[config.mk]
export PLATFORM = sky130hd
export DESIGN_NAME = button_press_long_press_tracker
export DESIGN_NICKNAME = d
export VERILOG_FILES = /design/src/sv/bplt_pkg.sv /design/src/sv/button_press_long_press_tracker.sv /design/src/sv/bplt_queue.sv /design/src/sv/bplt_front.sv /design/src/sv/bplt_back.sv
export VERILOG_INCLUDE_DIRS = /design/src /design/src/sv
export SDC_FILE = /design/constraint.sdc
export NUM_CORES = 1
export LEC_CHECK = 0
export BUFFER_PORTS_ARGS = -buffer_cell sky130_fd_sc_hd__buf_4
export CORE_MARGIN = 4
export CORE_UTILIZATION = 67
export DETAILED_ROUTE_END_ITERATION = 10
export PLACE_DENSITY = 0.85
export SYNTH_ARGS = -nofsm -noshare
export SYNTH_HDL_FRONTEND = slang
export SYNTH_SLANG_ARGS = --single-unit
[constraint.sdc]
create_clock -name clk -period 19.61 [get_ports clk]
set_input_delay 3.922 -clock clk [delete_from_list [all_inputs] [get_ports clk]]
set_output_delay 3.922 -clock clk [all_outputs]
set_load 0.02 [all_outputs]
[src/sv/assert_macros.svh]
// Assertion macros shared by the button tracker RTL.
// No dependencies; included by the modules that carry assertions.
`ifndef ASSERT_MACROS_SVH
`define ASSERT_MACROS_SVH

// Implication checked at every rising clock edge outside reset
`define BPLT_ASSERT_IMP(name, ck, rn, ante, cons, msg) \
    name: assert property (@(posedge ck) disable iff (!rn) (ante) |-> (cons)) \
        else $error(msg);

// Condition that must never be true outside reset
`define BPLT_ASSERT_NEVER(name, ck, rn, cond, msg) \
    name: assert property (@(posedge ck) disable iff (!rn) !(cond)) \
        else $error(msg);

`endif

[src/sv/bplt_pkg.sv]
// Package for the button long-press tracker: widths, event and state codes,
// command and state machine types. No dependencies.
`timescale 1ns / 1ps
`default_nettype none

package bplt_pkg;

    localparam int BTN_W       = 4;
    localparam int TICK_W      = 32;
    localparam int THR_W       = 16;
    localparam int EV_W        = 2;
    localparam int ST_W        = 2;
    localparam int MAX_BUTTONS = 16;
    localparam int QUEUE_DEPTH = 2;

    localparam logic [THR_W-1:0] THR_RESET = 16'd1000;

    // Event codes
    localparam logic [EV_W-1:0] EV_PRESS   = 2'd0;
    localparam logic [EV_W-1:0] EV_LONG    = 2'd1;
    localparam logic [EV_W-1:0] EV_RELEASE = 2'd2;
    localparam logic [EV_W-1:0] EV_BAD     = 2'd3;

    // Per-button state codes
    localparam logic [ST_W-1:0] ST_IDLE    = 2'd0;
    localparam logic [ST_W-1:0] ST_PRESSED = 2'd1;
    localparam logic [ST_W-1:0] ST_LONG    = 2'd2;

    // Command kinds produced by the front end
    typedef enum logic [1:0] {
        CMD_UPDATE = 2'd0,
        CMD_BAD    = 2'd1,
        CMD_POLL   = 2'd2
    } cmd_kind_t;

    typedef struct packed {
        cmd_kind_t          kind;
        logic [BTN_W-1:0]   button;
        logic               pressed;
        logic [TICK_W-1:0]  tick;
    } cmd_t;

    // Back end sequencer
    typedef enum logic [2:0] {
        S_WAIT  = 3'b001,
        S_SCAN  = 3'b010,
        S_DRAIN = 3'b100
    } back_fsm_t;

endpackage

`default_nettype wire

[src/sv/button_press_long_press_tracker.sv]
// Top level of the button long-press tracker: front end, command queue, back end.
// Depends on bplt_pkg, bplt_front, bplt_queue and bplt_back.
//
//  channel | signals                                  | direction
//  --------+------------------------------------------+----------
//  cfg     | cfg_valid, cfg_ready, cfg_data[15:0]      | in
//  in      | in_valid, in_ready, mode, button,         | in
//          | pressed, tick_ms[31:0]                    |
//  out     | out_valid, out_ready, event_res, event_button, last | out
//
// An update is handled in the wait state; a poll runs a scan that reads one
// button entry per cycle while the output does not hold it.
// A two-entry command queue lets the front accept while the back works.
// rst_n clears all buttons to idle and the threshold to 1000 ms.
// A stalled output holds the scan whenever a further long press is found.
`timescale 1ns / 1ps
`default_nettype none

module button_press_long_press_tracker #(
    parameter int NUM_BUTTONS = bplt_pkg::MAX_BUTTONS
) (
    input  wire                         clk,
    input  wire                         rst_n,
    input  wire                         cfg_valid,
    output logic                        cfg_ready,
    input  wire  [bplt_pkg::THR_W-1:0]  cfg_data,
    input  wire                         in_valid,
    output logic                        in_ready,
    input  wire                         mode,
    input  wire  [bplt_pkg::BTN_W-1:0]  button,
    input  wire                         pressed,
    input  wire  [bplt_pkg::TICK_W-1:0] tick_ms,
    output logic                        out_valid,
    input  wire                         out_ready,
    output logic [bplt_pkg::EV_W-1:0]   event_res,
    output logic [bplt_pkg::BTN_W-1:0]  event_button,
    output logic                        last
);
    import bplt_pkg::*;

    logic q_full, q_push, q_pop, q_not_empty;
    cmd_t push_cmd, pop_cmd;

    // Threshold writes are always taken
    assign cfg_ready = 1'b1;

    bplt_front #(
        .NUM_BUTTONS (NUM_BUTTONS)
    ) u_front (
        .in_valid (in_valid),
        .in_ready (in_ready),
        .mode     (mode),
        .button   (button),
        .pressed  (pressed),
        .tick_ms  (tick_ms),
        .q_full   (q_full),
        .q_push   (q_push),
        .q_cmd    (push_cmd)
    );

    bplt_queue u_queue (
        .clk       (clk),
        .rst_n     (rst_n),
        .push      (q_push),
        .push_cmd  (push_cmd),
        .full      (q_full),
        .pop       (q_pop),
        .pop_cmd   (pop_cmd),
        .not_empty (q_not_empty)
    );

    bplt_back #(
        .NUM_BUTTONS (NUM_BUTTONS)
    ) u_back (
        .clk          (clk),
        .rst_n        (rst_n),
        .cfg_valid    (cfg_valid),
        .cfg_data     (cfg_data),
        .q_not_empty  (q_not_empty),
        .q_cmd        (pop_cmd),
        .q_pop        (q_pop),
        .out_valid    (out_valid),
        .out_ready    (out_ready),
        .event_res    (event_res),
        .event_button (event_button),
        .last         (last)
    );

endmodule

`default_nettype wire

[src/sv/bplt_queue.sv]
// Short command queue between the front end and the back end.
// Depends on bplt_pkg (cmd_t, QUEUE_DEPTH) and assert_macros.svh.
`timescale 1ns / 1ps
`default_nettype none
`include "assert_macros.svh"

module bplt_queue (
    input  wire             clk,
    input  wire             rst_n,
    input  wire             push,
    input  bplt_pkg::cmd_t  push_cmd,
    output logic            full,
    input  wire             pop,
    output bplt_pkg::cmd_t  pop_cmd,
    output logic            not_empty
);
    import bplt_pkg::*;

    localparam int QPTR_W = (QUEUE_DEPTH > 1) ? $clog2(QUEUE_DEPTH) : 1;
    localparam int QCNT_W = $clog2(QUEUE_DEPTH + 1);

    cmd_t              slot_reg [QUEUE_DEPTH];
    logic [QPTR_W-1:0] wr_ptr_reg, wr_ptr_next;
    logic [QPTR_W-1:0] rd_ptr_reg, rd_ptr_next;
    logic [QCNT_W-1:0] count_reg, count_next;
    logic              do_push, do_pop;

    assign full      = (count_reg == QCNT_W'(QUEUE_DEPTH));
    assign not_empty = (count_reg != '0);
    assign do_push   = push && !full;
    assign do_pop    = pop && not_empty;
    assign pop_cmd   = slot_reg[rd_ptr_reg];

    // Pointer and occupancy update
    always_comb
    begin
        wr_ptr_next = wr_ptr_reg;
        rd_ptr_next = rd_ptr_reg;
        count_next  = count_reg;
        if (do_push)
        begin
            wr_ptr_next = (wr_ptr_reg == QPTR_W'(QUEUE_DEPTH - 1)) ? '0 : wr_ptr_reg + 1'b1;
        end
        if (do_pop)
        begin
            rd_ptr_next = (rd_ptr_reg == QPTR_W'(QUEUE_DEPTH - 1)) ? '0 : rd_ptr_reg + 1'b1;
        end
        case ({do_push, do_pop})
            2'b10:   count_next = count_reg + 1'b1;
            2'b01:   count_next = count_reg - 1'b1;
            default: count_next = count_reg;
        endcase
    end

    always_ff @(posedge clk or negedge rst_n)
    begin
        if (!rst_n)
        begin
            wr_ptr_reg <= '0;
            rd_ptr_reg <= '0;
            count_reg  <= '0;
        end
        else
        begin
            wr_ptr_reg <= wr_ptr_next;
            rd_ptr_reg <= rd_ptr_next;
            count_reg  <= count_next;
        end
    end

    // Slot storage, no reset needed
    always_ff @(posedge clk)
    begin
        if (do_push)
        begin
            slot_reg[wr_ptr_reg] <= push_cmd;
        end
    end

    `BPLT_ASSERT_NEVER(a_q_overfill, clk, rst_n, count_reg > QCNT_W'(QUEUE_DEPTH), "queue count exceeds depth")
    `BPLT_ASSERT_IMP(a_q_ptr_gap, clk, rst_n, not_empty && !full, wr_ptr_reg != rd_ptr_reg, "queue pointers disagree with count")

endmodule

`default_nettype wire

[src/sv/bplt_front.sv]
// Front end: accepts input transactions and classifies them into commands.
// Depends on bplt_pkg (cmd_t, cmd_kind_t, widths).
`timescale 1ns / 1ps
`default_nettype none

module bplt_front #(
    parameter int NUM_BUTTONS = bplt_pkg::MAX_BUTTONS
) (
    input  wire                          in_valid,
    output logic                         in_ready,
    input  wire                          mode,
    input  wire  [bplt_pkg::BTN_W-1:0]   button,
    input  wire                          pressed,
    input  wire  [bplt_pkg::TICK_W-1:0]  tick_ms,
    input  wire                          q_full,
    output logic                         q_push,
    output bplt_pkg::cmd_t               q_cmd
);
    import bplt_pkg::*;

    logic bad_id;

    // Out-of-range id check
    assign bad_id   = ({1'b0, button} >= (BTN_W + 1)'(NUM_BUTTONS));
    assign in_ready = !q_full;
    assign q_push   = in_valid && !q_full;

    // Classify the transaction
    always_comb
    begin
        q_cmd.button  = button;
        q_cmd.pressed = pressed;
        q_cmd.tick    = tick_ms;
        if (mode)
        begin
            q_cmd.kind = CMD_POLL;
        end
        else if (bad_id)
        begin
            q_cmd.kind = CMD_BAD;
        end
        else
        begin
            q_cmd.kind = CMD_UPDATE;
        end
    end

endmodule

`default_nettype wire

[src/sv/bplt_back.sv]
// Back end: button state bank, press timestamps, poll scan sequencer and
// output register. Depends on bplt_pkg and assert_macros.svh.
`timescale 1ns / 1ps
`default_nettype none
`include "assert_macros.svh"

module bplt_back #(
    parameter int NUM_BUTTONS = bplt_pkg::MAX_BUTTONS
) (
    input  wire                         clk,
    input  wire                         rst_n,
    input  wire                         cfg_valid,
    input  wire  [bplt_pkg::THR_W-1:0]  cfg_data,
    input  wire                         q_not_empty,
    input  bplt_pkg::cmd_t              q_cmd,
    output logic                        q_pop,
    output logic                        out_valid,
    input  wire                         out_ready,
    output logic [bplt_pkg::EV_W-1:0]   event_res,
    output logic [bplt_pkg::BTN_W-1:0]  event_button,
    output logic                        last
);
    import bplt_pkg::*;

    localparam int IDX_W = (NUM_BUTTONS > 1) ? $clog2(NUM_BUTTONS) : 1;

    back_fsm_t          fsm_reg, fsm_next;
    logic [IDX_W-1:0]   idx_reg, idx_next;
    logic [TICK_W-1:0]  tick_reg, tick_next;
    logic               pend_valid_reg, pend_valid_next;
    logic [BTN_W-1:0]   pend_button_reg, pend_button_next;
    logic [THR_W-1:0]   thr_reg;
    logic [ST_W-1:0]    btn_state_reg [NUM_BUTTONS];
    logic [TICK_W-1:0]  press_time_reg [NUM_BUTTONS];

    logic               out_valid_reg, out_valid_next;
    logic [EV_W-1:0]    res_reg, res_next;
    logic [BTN_W-1:0]   obtn_reg, obtn_next;
    logic               last_reg, last_next;

    logic               out_free;
    logic [IDX_W-1:0]   rd_idx;
    logic [ST_W-1:0]    rd_state;
    logic [TICK_W-1:0]  held;
    logic               promote;
    logic               st_we, pt_we;
    logic [ST_W-1:0]    st_wdata;

    assign out_valid    = out_valid_reg;
    assign event_res    = res_reg;
    assign event_button = obtn_reg;
    assign last         = last_reg;

    // Entry lookup and long-press test
    assign out_free = !out_valid_reg || out_ready;
    assign rd_idx   = (fsm_reg == S_SCAN) ? idx_reg : q_cmd.button[IDX_W-1:0];
    assign rd_state = btn_state_reg[rd_idx];
    assign held     = tick_reg - press_time_reg[rd_idx];
    assign promote  = (rd_state == ST_PRESSED) && (held >= {{(TICK_W - THR_W){1'b0}}, thr_reg});

    // Sequencer
    always_comb
    begin
        fsm_next         = fsm_reg;
        idx_next         = idx_reg;
        tick_next        = tick_reg;
        pend_valid_next  = pend_valid_reg;
        pend_button_next = pend_button_reg;
        out_valid_next   = out_valid_reg && !out_ready;
        res_next         = res_reg;
        obtn_next        = obtn_reg;
        last_next        = last_reg;
        q_pop            = 1'b0;
        st_we            = 1'b0;
        pt_we            = 1'b0;
        st_wdata         = ST_IDLE;
        case (fsm_reg)
            S_WAIT:
            begin
                if (q_not_empty && out_free)
                begin
                    q_pop = 1'b1;
                    case (q_cmd.kind)
                        CMD_BAD:
                        begin
                            out_valid_next = 1'b1;
                            res_next       = EV_BAD;
                            obtn_next      = q_cmd.button;
                            last_next      = 1'b1;
                        end
                        CMD_UPDATE:
                        begin
                            if (q_cmd.pressed && (rd_state == ST_IDLE))
                            begin
                                st_we          = 1'b1;
                                st_wdata       = ST_PRESSED;
                                pt_we          = 1'b1;
                                out_valid_next = 1'b1;
                                res_next       = EV_PRESS;
                                obtn_next      = q_cmd.button;
                                last_next      = 1'b1;
                            end
                            else if (!q_cmd.pressed && (rd_state != ST_IDLE))
                            begin
                                st_we          = 1'b1;
                                st_wdata       = ST_IDLE;
                                out_valid_next = 1'b1;
                                res_next       = EV_RELEASE;
                                obtn_next      = q_cmd.button;
                                last_next      = 1'b1;
                            end
                        end
                        CMD_POLL:
                        begin
                            tick_next       = q_cmd.tick;
                            idx_next        = '0;
                            pend_valid_next = 1'b0;
                            fsm_next        = S_SCAN;
                        end
                        default:
                        begin
                            q_pop = 1'b1;
                        end
                    endcase
                end
            end
            S_SCAN:
            begin
                // Hold the scan when a second event finds the output busy
                if (!(promote && pend_valid_reg && !out_free))
                begin
                    if (promote)
                    begin
                        st_we    = 1'b1;
                        st_wdata = ST_LONG;
                        if (pend_valid_reg)
                        begin
                            out_valid_next = 1'b1;
                            res_next       = EV_LONG;
                            obtn_next      = pend_button_reg;
                            last_next      = 1'b0;
                        end
                        pend_valid_next  = 1'b1;
                        pend_button_next = BTN_W'(idx_reg);
                    end
                    if (idx_reg == IDX_W'(NUM_BUTTONS - 1))
                    begin
                        fsm_next = S_DRAIN;
                    end
                    else
                    begin
                        idx_next = idx_reg + 1'b1;
                    end
                end
            end
            S_DRAIN:
            begin
                if (!pend_valid_reg)
                begin
                    fsm_next = S_WAIT;
                end
                else if (out_free)
                begin
                    out_valid_next  = 1'b1;
                    res_next        = EV_LONG;
                    obtn_next       = pend_button_reg;
                    last_next       = 1'b1;
                    pend_valid_next = 1'b0;
                    fsm_next        = S_WAIT;
                end
            end
            default:
            begin
                fsm_next = S_WAIT;
            end
        endcase
    end

    // Control registers
    always_ff @(posedge clk or negedge rst_n)
    begin
        if (!rst_n)
        begin
            fsm_reg        <= S_WAIT;
            pend_valid_reg <= 1'b0;
            out_valid_reg  <= 1'b0;
            thr_reg        <= THR_RESET;
        end
        else
        begin
            fsm_reg        <= fsm_next;
            pend_valid_reg <= pend_valid_next;
            out_valid_reg  <= out_valid_next;
            if (cfg_valid)
            begin
                thr_reg <= cfg_data;
            end
        end
    end

    // Button state bank
    always_ff @(posedge clk or negedge rst_n)
    begin
        if (!rst_n)
        begin
            for (int i = 0; i < NUM_BUTTONS; i++)
            begin
                btn_state_reg[i] <= ST_IDLE;
            end
        end
        else if (st_we)
        begin
            btn_state_reg[rd_idx] <= st_wdata;
        end
    end

    // Payload registers and timestamps
    always_ff @(posedge clk)
    begin
        idx_reg         <= idx_next;
        tick_reg        <= tick_next;
        pend_button_reg <= pend_button_next;
        res_reg         <= res_next;
        obtn_reg        <= obtn_next;
        last_reg        <= last_next;
        if (pt_we)
        begin
            press_time_reg[rd_idx] <= q_cmd.tick;
        end
    end

    `BPLT_ASSERT_NEVER(a_pend_in_wait, clk, rst_n, (fsm_reg == S_WAIT) && pend_valid_reg, "pending long press left after scan")
    `BPLT_ASSERT_IMP(a_nonlast_busy, clk, rst_n, out_valid_reg && !last_reg, fsm_reg != S_WAIT, "non-final event while sequencer idle")

endmodule

`default_nettype wire

Yosys cells after proc, flatten, opt, wreduce, memory -nomap -nowiden
Memories as Yosys holds them, arrays and structs flattened.
Index checks and enable logic that the tools add are counted.
Widths: inputs -> output; s select.
{"block": "classes", "addsub": 6, "magnitude_cmp": 3, "n_eq_ne": 22, "muxes": 93, "n_bitwise": 2, "n_reduce_logical": 30}
{"operator": "$mux 4", "n": 13}
{"operator": "$mux 1", "n": 41}
{"operator": "$bwmux 32", "n": 1}
{"operator": "$ge 32x16->1", "n": 1}
{"operator": "$mux 2", "n": 16}
{"operator": "$sub 32x32->32", "n": 1}
{"operator": "$mux 3", "n": 6}
{"operator": "$pmux 4 s2", "n": 2}
{"operator": "$reduce_and 5->1", "n": 3}
{"operator": "$pmux 2 s2", "n": 3}
{"operator": "$pmux 4 s3", "n": 1}
{"operator": "$logic_and 1x1->1", "n": 11}
{"operator": "$ne 2x1->1 const B", "n": 5}
{"operator": "$pmux 1 s3", "n": 3}
{"operator": "$pmux 3 s3", "n": 1}
{"operator": "$reduce_and 9->1", "n": 1}
{"operator": "$bmux 2 s4", "n": 1}
{"operator": "$demux 2 s4", "n": 1}
{"operator": "$ne 2x2->1 const B", "n": 4}
{"operator": "$reduce_bool 2->1", "n": 4}
{"operator": "$eq 2x1->1 const B", "n": 3}
{"operator": "$eq 2x2->1 const B", "n": 3}
{"operator": "$ne 3x3->1 const B", "n": 2}
{"operator": "$pmux 1 s2", "n": 3}
{"operator": "19 further kinds", "n": 26}
{"block": "word_totals", "ff_bits": 104, "mem_bits_rw": 590, "in_bits": 59, "out_inout_bits": 10, "word_cells": 187, "mem_count": 2}
{"memory": "u_back.press_time_reg", "depth": 16, "word_bits": 32, "rd": 1, "rd_clocked_by_memory_dff": 0, "write_ports": 1, "line_no": "bplt_back.sv:34", "rtl": "logic [TICK_W-1:0] press_time_reg [NUM_BUTTONS];"}
{"memory": "u_queue.slot_reg", "depth": 2, "word_bits": 39, "rd": 1, "rd_clocked_by_memory_dff": 0, "write_ports": 1, "line_no": "bplt_queue.sv:22", "rtl": "cmd_t slot_reg [QUEUE_DEPTH];"}

Logic depth before layout (Yosys ltp)
Gate-level depths: netlist of the first run.
{"block": "logic_depth", "word_depth": 14, "depth_mapped": 35}

Modules after synthesis
A second synthesis of the first run with hierarchy kept.
{"block": "hier_totals", "cells_unflattened": 1835, "area_unflattened_um2": 29688.5}
{"mod": "bplt_back", "n_inst": 1, "cells_each": 1652, "area_per_inst_um2": 26360.3}
{"mod": "bplt_queue", "n_inst": 1, "cells_each": 139, "area_per_inst_um2": 3010.4}
{"mod": "bplt_front", "n_inst": 1, "cells_each": 42, "area_per_inst_um2": 306.5}
{"mod": "button_press_long_press_tracker", "n_inst": 1, "cells_each": 2, "area_per_inst_um2": 11.3}

Worst setup path after synthesis of the first run
No wires, ideal clock.
{"block": "synth_timing", "path_type": "input-to-reg", "from": "input out_ready", "to": "memory u_back.press_time_reg[11][0] (enable)", "setup_ns": 0.421, "arrival_time_ns": 6.557, "required_ns": 19.189, "slack_ns": 12.632, "cell_stages": 8, "path_cell_list": "nand2b_1 -> o21ai_0 -> or3_1 -> inv_1 -> and3_2 -> clkbuf_1 -> nand3_1 -> nor2_1"}
{"block": "synth_between", "elab_chain_len": 6}
{"item": "start: declaration", "line_no": "button_press_long_press_tracker.sv:34", "rtl": "input wire out_ready,"}
{"item": "$logic_or 1x1->1", "line_no": "bplt_back.sv:55", "rtl": "assign out_free = !out_valid_reg || out_ready;"}
{"item": "$logic_and 1x1->1", "line_no": "bplt_back.sv:80", "rtl": "if (q_not_empty && out_free)"}
{"item": "$mux 1", "line_no": "bplt_back.sv:80"}
{"item": "$mux 1", "line_no": "bplt_back.sv:77", "rtl": "case (fsm_reg)"}
{"item": "$mux 1", "line_no": "bplt_back.sv:226", "rtl": "if (pt_we)"}
{"item": "$mux 1 (implied by the code)", "line_no": "bplt_back.sv:228", "rtl": "press_time_reg[rd_idx] <= q_cmd.tick;"}
{"item": "end: declaration", "line_no": "bplt_back.sv:34"}
Every way passes these cells.

Worst setup path after layout of the first run
{"block": "layout_timing", "from": "register u_back.fsm_reg[2]", "to": "register u_back.btn_state_reg[28] (netlist name)"}
{"block": "layout_between", "elab_chain_len": 13}
{"item": "start: declaration", "line_no": "bplt_back.sv:27", "rtl": "back_fsm_t fsm_reg, fsm_next;"}
{"item": "start signal: assignment", "line_no": "bplt_back.sv:191", "rtl": "fsm_reg <= fsm_next;"}
{"item": "parallel branches: the longest is 13 deep, another holds $mem_v2 16x32"}
{"item": "end signal: indexed assignment", "line_no": "bplt_back.sv:213", "rtl": "btn_state_reg[rd_idx] <= st_wdata;"}
{"item": "end: declaration", "line_no": "bplt_back.sv:33", "rtl": "logic [ST_W-1:0] btn_state_reg [NUM_BUTTONS];"}
Several ways; the timed one is not identified. The select of a mux whose other input is x is not followed.
A chain may end at the register's enable or synchronous reset.

==> out/qor.csv, run 1 <==
stage,metric,value,unit
logic_synthesis,Main synth FF type,edfxtp_1,
clocking,Setup Buffers After CTS,0,
place,input/output buffers,67,
logic_synthesis,Synth Instances,2289,
layout,fin util,0.7581,
logic_synthesis,syn_nets,2400,
setup_path,"delay-heaviest family, CP",compound AO/OA/AOI/OAI gates,
floorplan,num ports,69,
logic_synthesis,"Avg Cell Area, Syn",12.90,um^2
logic_synthesis,"area leader, netlist",edfxtp_1,
detailed_routing,initial DRC count,3125,
floorplan,Die ar.,47490,um^2
timing,TNS Setup,0,ns
floorplan,die width,217.9,um
logic_synthesis,Yosys cell types,88,
clocking,htree depth,3,
logic_synthesis,Synth Cell Area,29520,um^2
floorplan,# rows,76,
timing,Worst Skew,0.02287,ns
layout,synth-to-layout area growth,11.34,%
logic_synthesis,Yosys warnings,0,
grt,vias in the first global route,19110,
grt,initial antenna violation count,0,
setup_path,worst path bufs/invs,3,
layout,final net count,2450,
place,gpl congestion,0.8954,
grt,GR Overflow Total,0,
setup_path,largest fanout on the critical path,94,
timing,highest clock rate,112.7,MHz
layout,"commonest cells after routing, fill and taps aside","edfxtp_1 (635), nand2_1 (578), nand3_1 (141), a21oi_1 (105), buf_4 (105)",
detailed_routing,"antenna viol nets, final",0,
clocking,CTS resizes,0,
clocking,Skew-Pair Late Insertion Delay,0.62,ns
detailed_routing,vias post-DR,19730,
detailed_routing,1st-pass router iterations,5,
detailed_routing,Via density,6.624,
job,max_cap viols,0,
setup_path,CP Capture Type,flip-flop,
timing,Period minus WS final,8.873,ns
logic_synthesis,synth top area cells,"edfxtp_1 (65%), nand2_1 (7.3%), dfrtp_1 (4.2%)",
floorplan,die height,217.9,um
setup_path,WP data required,20.10,ns
setup_path,"Slowest-stage cell, CP",buf_4,
place,HPWL Detailed,40980,um
grt,Overall Global Routing Usage,0.3102,
clocking,"Reg clk slew, reported paths",0.06,ns
timing,RSZ-0062 raised after global routing,false,
power_and_ir_drop,PD cells,185.8,nW/um^2
clocking,clk sink count,692,
clocking,Clock Tree Buf Depth,3,
layout,ANT cells,0,
timing,final hold viol count,0,
logic_synthesis,post-synthesis async set-or-reset flop share,0.08237,
setup_path,critical path arrival,9.36,ns
clocking,Root Driver,clkbuf_16,
status,outcome,"complete, no violations",
floorplan,Initial Utilization,0.6809,
detailed_routing,final WL,73870,um
logic_synthesis,"Seq/Total Area, Yosys",0.6945,
power_and_ir_drop,VDD IR-drop max,101.2,uV
setup_path,critical path type,flip-flop to flip-flop,
floorplan,Core Area,43360,um^2
grt,first-pass GRT wire length,111500,um
timing,Slew @ Worst Pin,1.006,ns
clocking,TritonCTS clock tree,done,
logic_synthesis,flop and latch count out of synthesis,692,
timing,fin. max-slew vios,0,
clocking,hold_buf cts,0,
layout,max reg flops,512,
hold_path,Hold Crit Class,flip-flop to flip-flop,
power_and_ir_drop,total power,6.106,mW
grt,largest net degree at the start of global routing,95,
logic_synthesis,Synth top area share,0.6459,
timing,Final period util,0.4525,
detailed_routing,Wirelength per Cell,24.80,um
setup_path,startpoint types,flip-flop,
layout,share of layout cells above drive strength 1,0.1429,
power_and_ir_drop,Leak,11.83,nW
layout,"most common cell after layout, fill and taps aside",edfxtp_1,
logic_synthesis,Post-synth EDFFs,635,
clocking,Num CTS Buffers,68,
detailed_routing,drc violations,0,
timing,Slew HR,0.3297,
setup_path,CP max stage delay,0.87,ns
timing,"Setup violations, final",0,
[cell type report]
cell class | instances | area [um^2]
clock buffers | 89 | 1866
clock inverters | 35 | 317.8
fillers | 2464 | 10490
inverters | 32 | 120.1
multi-input cells | 1440 | 8543
flip-flops and latches | 692 | 20500
well taps | 585 | 732.0
repair buffers | 105 | 788.3
[cells by family (layout without fill, tap and decap cells)]
kind of cell	count (synthesis)	after routing	synth area share
mux	73	73	0.03301
xor+xnor	32	32	0.009493
flops	692	692	0.6945
other cells	1	1	0.0001270
fa+ha+maj	52	52	0.02229
compound gates	391	391	0.08578
simple gates	891	891	0.1317
buf+inv	157	261	0.02310
[where the power goes]
group | leakage [nW] | switching (mW) | total (mW) | internal [mW]
registers | 6.48 | 0.0624 | 1.97 | 1.90
clock network | 1.06 | 0.544 | 1.27 | 0.729
logic | 4.30 | 1.92 | 2.87 | 0.948
[Yosys cell counts (5+ instances only)]
library cell / count
dfstp_2: 7
nor2b_1: 7
nand3_1: 141
o221ai_1: 28
buf_1: 20
mux2_4: 12
nor2_1: 49
nand2b_1: 10
mux2_2: 47
a31oi_1: 65
a211oi_1: 6
nor3_1: 6
inv_1: 31
ha_1: 51
a21oi_1: 105
xnor2_1: 21
clkbuf_1: 84
o22ai_1: 14
o211ai_1: 8
edfxtp_1: 635
nand2_1: 578
and3_1: 64
dfrtp_1: 50
a22oi_1: 6
nand4_1: 12
mux4_2: 10
a21o_1: 10
xor2_1: 11
buf_4: 5
o21ai_0: 82
buf_2: 9
a21oi_2: 14
[path summary, 6_finish.rpt]
check,from,to,slack (ns),cells after the start
setup / recovery,u_back.fsm_reg[2]$_DFFE_PN0P_,u_back.btn_state_reg[28]$_DFFE_PN0P_,10.74,29
max in group asynchronous,rst_n,u_queue.rd_ptr_reg$_DFFE_PN0P_,15.75,1
hold / removal,u_back.btn_state_reg[1]$_DFFE_PN0P_,u_back.btn_state_reg[1]$_DFFE_PN0P_,0.52,2
setup reg to reg,u_back.fsm_reg[2]$_DFFE_PN0P_,u_back.btn_state_reg[28]$_DFFE_PN0P_,10.74,29
hold reg to reg,u_back.btn_state_reg[1]$_DFFE_PN0P_,u_back.btn_state_reg[1]$_DFFE_PN0P_,0.52,2
min in group asynchronous,rst_n,u_back.out_valid$_DFF_PN0_,3.36,1
[through the flow]
stage,hold slack [ns],area (um^2),setup slack (ns),instances
floorplan,0.4244,29520,12.63,2289
global placement,0.4854,30690,11.29,2854
detailed placement,0.4996,30690,10.92,2854
CTS,0.5126,32870,10.86,2978
global route,0.5329,32870,10.05,2978
finish,0.5158,32870,10.74,2978
[per-layer routing]
metal	vias up	track usage	share of wire
met2	1305	0.5015	0.48
met5	-	0	0
met3	224	0.04793	0.099
met4	0	0.1239	0.040
met1	9617	0.4316	0.38
li1	8580	-	-
[worst reg2reg max path: cells and delay by family, from the launching register on]
kind                     cells  cell delay (ns)
AO/OA/AOI/OAI               11             2.87
AND/OR/NAND/NOR             10             2.57
buffers and inverters        3             1.33
adder cells (fa/ha/maj)      3             1.01
flip-flops                   1             0.52
multiplexers                 1             0.38
XOR/XNOR                     1             0.11
Power figures use the tool's default switching activity.
==> run 2, diff against run 1 <==
CORE_UTILIZATION = 56   (was 67)
PLACE_DENSITY = 0.75   (was 0.85)
clock period = 8.1 ns   (was 19.61 ns; I/O delays follow)
==> out/qor.csv, run 2 (synthesized netlist as in run 1, its figures left out) <==
stage,metric,value,unit,change
timing,Final period util,0.9112,,+0.4587
layout,share of layout cells above drive strength 1,0.1479,,+0.004985
grt,first-pass GRT wire length,113300,um,+1.6%
timing,fin. max-slew vios,0,,unchanged
grt,routing usage on met2,0.4206,,-0.08084
setup_path,critical path type,flip-flop to flip-flop,,
job,max_cap viols,0,,unchanged
floorplan,num ports,69,,unchanged
grt,global route hottest layer,met2,,
clocking,Clock Tree Buf Depth,3,,unchanged
detailed_routing,1st-pass router iterations,6,,+1
timing,Slew @ Worst Pin,1.087,ns,+0.08159 ns
grt,GRT met3 Usage,0.04977,,+0.001843
status,outcome,"complete, no violations",,
clocking,Root Driver,clkbuf_16,,
power_and_ir_drop,VDD IR-drop max,267.4,uV,+160%
place,pre-CTS WS,0.4626,ns,-10.46 ns
setup_path,Reg2Reg Depth,29,,unchanged
layout,# fillers,3716,,+51%
timing,TNS Setup,0,ns,unchanged
grt,Overall Global Routing Usage,0.2612,,-0.04898
detailed_routing,final WL,74620,um,+1.0%
detailed_routing,vias post-DR,19490,,-1.2%
layout,area of the multi-input gates,8543,um^2,unchanged
clocking,"Reg clk slew, reported paths",0.06,ns,about the same
floorplan,Core Area,51720,um^2,+19%
detailed_routing,Via density,6.312,,-4.7%
clocking,htree depth,3,,unchanged
hold_path,hold depth,1,,-1
layout,max reg flops,512,,unchanged
clocking,Num CTS Buffers,71,,+4.4%
floorplan,die height,237.6,um,+9.0%
layout,register area,20500,um^2,unchanged
clocking,TritonCTS clock tree,done,,
clocking,Skew-Pair Late Insertion Delay,0.62,ns,about the same
clocking,clk sink count,692,,unchanged
setup_path,largest fanout on the critical path,45,,-52%
timing,Worst Skew,0.03490,ns,+0.01203 ns
detailed_routing,drc violations,0,,unchanged
floorplan,Initial Utilization,0.5709,,-0.1100
place,gpl congestion,0.9498,,+6.1%
layout,synth-to-layout area growth,12.41,%,
timing,Slew HR,0.2753,,-0.05439
setup_path,Critical Path Most Common Cell,nand2_1,,
setup_path,WP data required,8.61,ns,-11.49 ns
layout,"most common cell after layout, fill and taps aside",edfxtp_1,,
detailed_routing,Wirelength per Cell,24.17,um,-2.6%
layout,ANT cells,0,,unchanged
floorplan,Die ar.,56460,um^2,+19%
timing,RSZ-0062 raised after global routing,false,,
timing,highest clock rate,135.5,MHz,+20%
place,HPWL Detailed,44240,um,+8.0%
grt,GR Overflow Total,0,,unchanged
power_and_ir_drop,PD cells,447.4,nW/um^2,+140%
layout,final net count,2469,,+0.78%
grt,initial antenna violation count,0,,unchanged
timing,Period minus WS final,7.381,ns,-1.493 ns
grt,global routing usage on met1,0.3686,,-0.06300
power_and_ir_drop,Leak,11.94,nW,+0.96%
grt,vias in the first global route,19100,,-0.021%
layout,"commonest cells after routing, fill and taps aside","edfxtp_1 (635), nand2_1 (578), nand3_1 (141), buf_4 (115), a21oi_1 (105)",,
setup_path,CP max stage delay,0.63,ns,-0.24 ns
power_and_ir_drop,total power,14.85,mW,+140%
timing,final hold viol count,0,,unchanged
detailed_routing,initial DRC count,2570,,-18%
floorplan,die width,237.6,um,+9.0%
place,input/output buffers,67,,unchanged
clocking,CTS resizes,0,,unchanged
timing,setup ws final,0.7195,ns,-10.02 ns
setup_path,CP Capture Type,flip-flop,,
setup_path,"Slowest-stage cell, CP",dfstp_2,,
setup_path,startpoint types,flip-flop,,
hold_path,Hold Crit Class,flip-flop to flip-flop,,
setup_path,critical path arrival,7.89,ns,-1.47 ns
timing,"Setup violations, final",0,,unchanged
detailed_routing,"antenna viol nets, final",0,,unchanged
grt,largest net degree at the start of global routing,64,,-33%
floorplan,# rows,83,,+9.2%
run 2: cell count changes in the layout (fill, tap and decap cells not counted), moves of 2 or more:
cell      before  now
buf_12         0    6
clkinv_8       4    2
clkbuf_1      17   13
clkinv_1      15   19
buf_4        105  115
clkinv_4       2    0
run 2: through the flow:
| step | hold WS (ns) | cells | utilization | cell area [um^2] |
|---|---|---|---|---|
| 4_1_cts | 0.5110 | 3086 | 0.6416 | 33180 |
| 6_report | 0.5104 | 3087 | 0.6417 | 33190 |
| 3_5_place_dp | 0.4952 | 2964 | 0.5993 | 30990 |
| 2_1_floorplan | 0.4244 | 2289 | - | 29520 |
| 3_3_place_gp | 0.4829 | 2964 | 0.5993 | 30990 |
| 5_1_grt | 0.5236 | 3087 | 0.6417 | 33190 |
run 2: routing by layer:
layer / part of all wire / vias to the layer above
met5: 0 / -
met2: 0.48 / 979
met1: 0.41 / 9737
met3: 0.083 / 174
met4: 0.027 / 0
li1: - / 8596
run 2: area by class of cell:
cell class	instances	area share
flip-flops and latches	692	0.6178
multi-input cells	1440	0.2574
clock buffers	86	0.05651
repair buffers	121	0.02963
well taps	680	0.02564
clock inverters	36	0.009350
inverters	32	0.003619
run 2: worst max-delay path, delay by kind of cell, from the launching register on:
kind,cells,cell delay (ns)
AO/OA/AOI/OAI,11,2.36
XOR/XNOR,1,0.09
adder cells (fa/ha/maj),2,0.84
buffers and inverters,3,1.01
flip-flops,1,0.63
multiplexers,1,0.35
AND/OR/NAND/NOR,11,1.92
run 2: repair_timing:
action,in CTS,in global routing
hold buffers,0,0
endpoints found under the setup margin,0,47
buffers inserted,0,1
run 2: final timing paths:
kind / start / end / slack, ns
min reg2reg: u_back.btn_state_reg[22]$_DFFE_PN0P_ / u_back.btn_state_reg[22]$_DFFE_PN0P_ / 0.51
max: u_back.fsm_reg[0]$_DFFE_PN1P_ / u_back.btn_state_reg[28]$_DFFE_PN0P_ / 0.72
max reg2reg: u_back.fsm_reg[0]$_DFFE_PN1P_ / u_back.btn_state_reg[28]$_DFFE_PN0P_ / 0.72
min: u_back.btn_state_reg[22]$_DFFE_PN0P_ / u_back.btn_state_reg[22]$_DFFE_PN0P_ / 0.51
max in group asynchronous: rst_n / u_back.thr_reg[15]$_DFFE_PN0P_ / 6.53
min in group asynchronous: rst_n / u_queue.wr_ptr_reg$_DFFE_PN0P_ / 1.05
run 2: power breakdown:
group	leakage (nW)	switching (mW)	total, mW	internal (mW)
combinational	4.40	4.56	6.96	2.40
sequential	6.48	0.158	4.77	4.61
clock	1.07	1.31	3.12	1.80
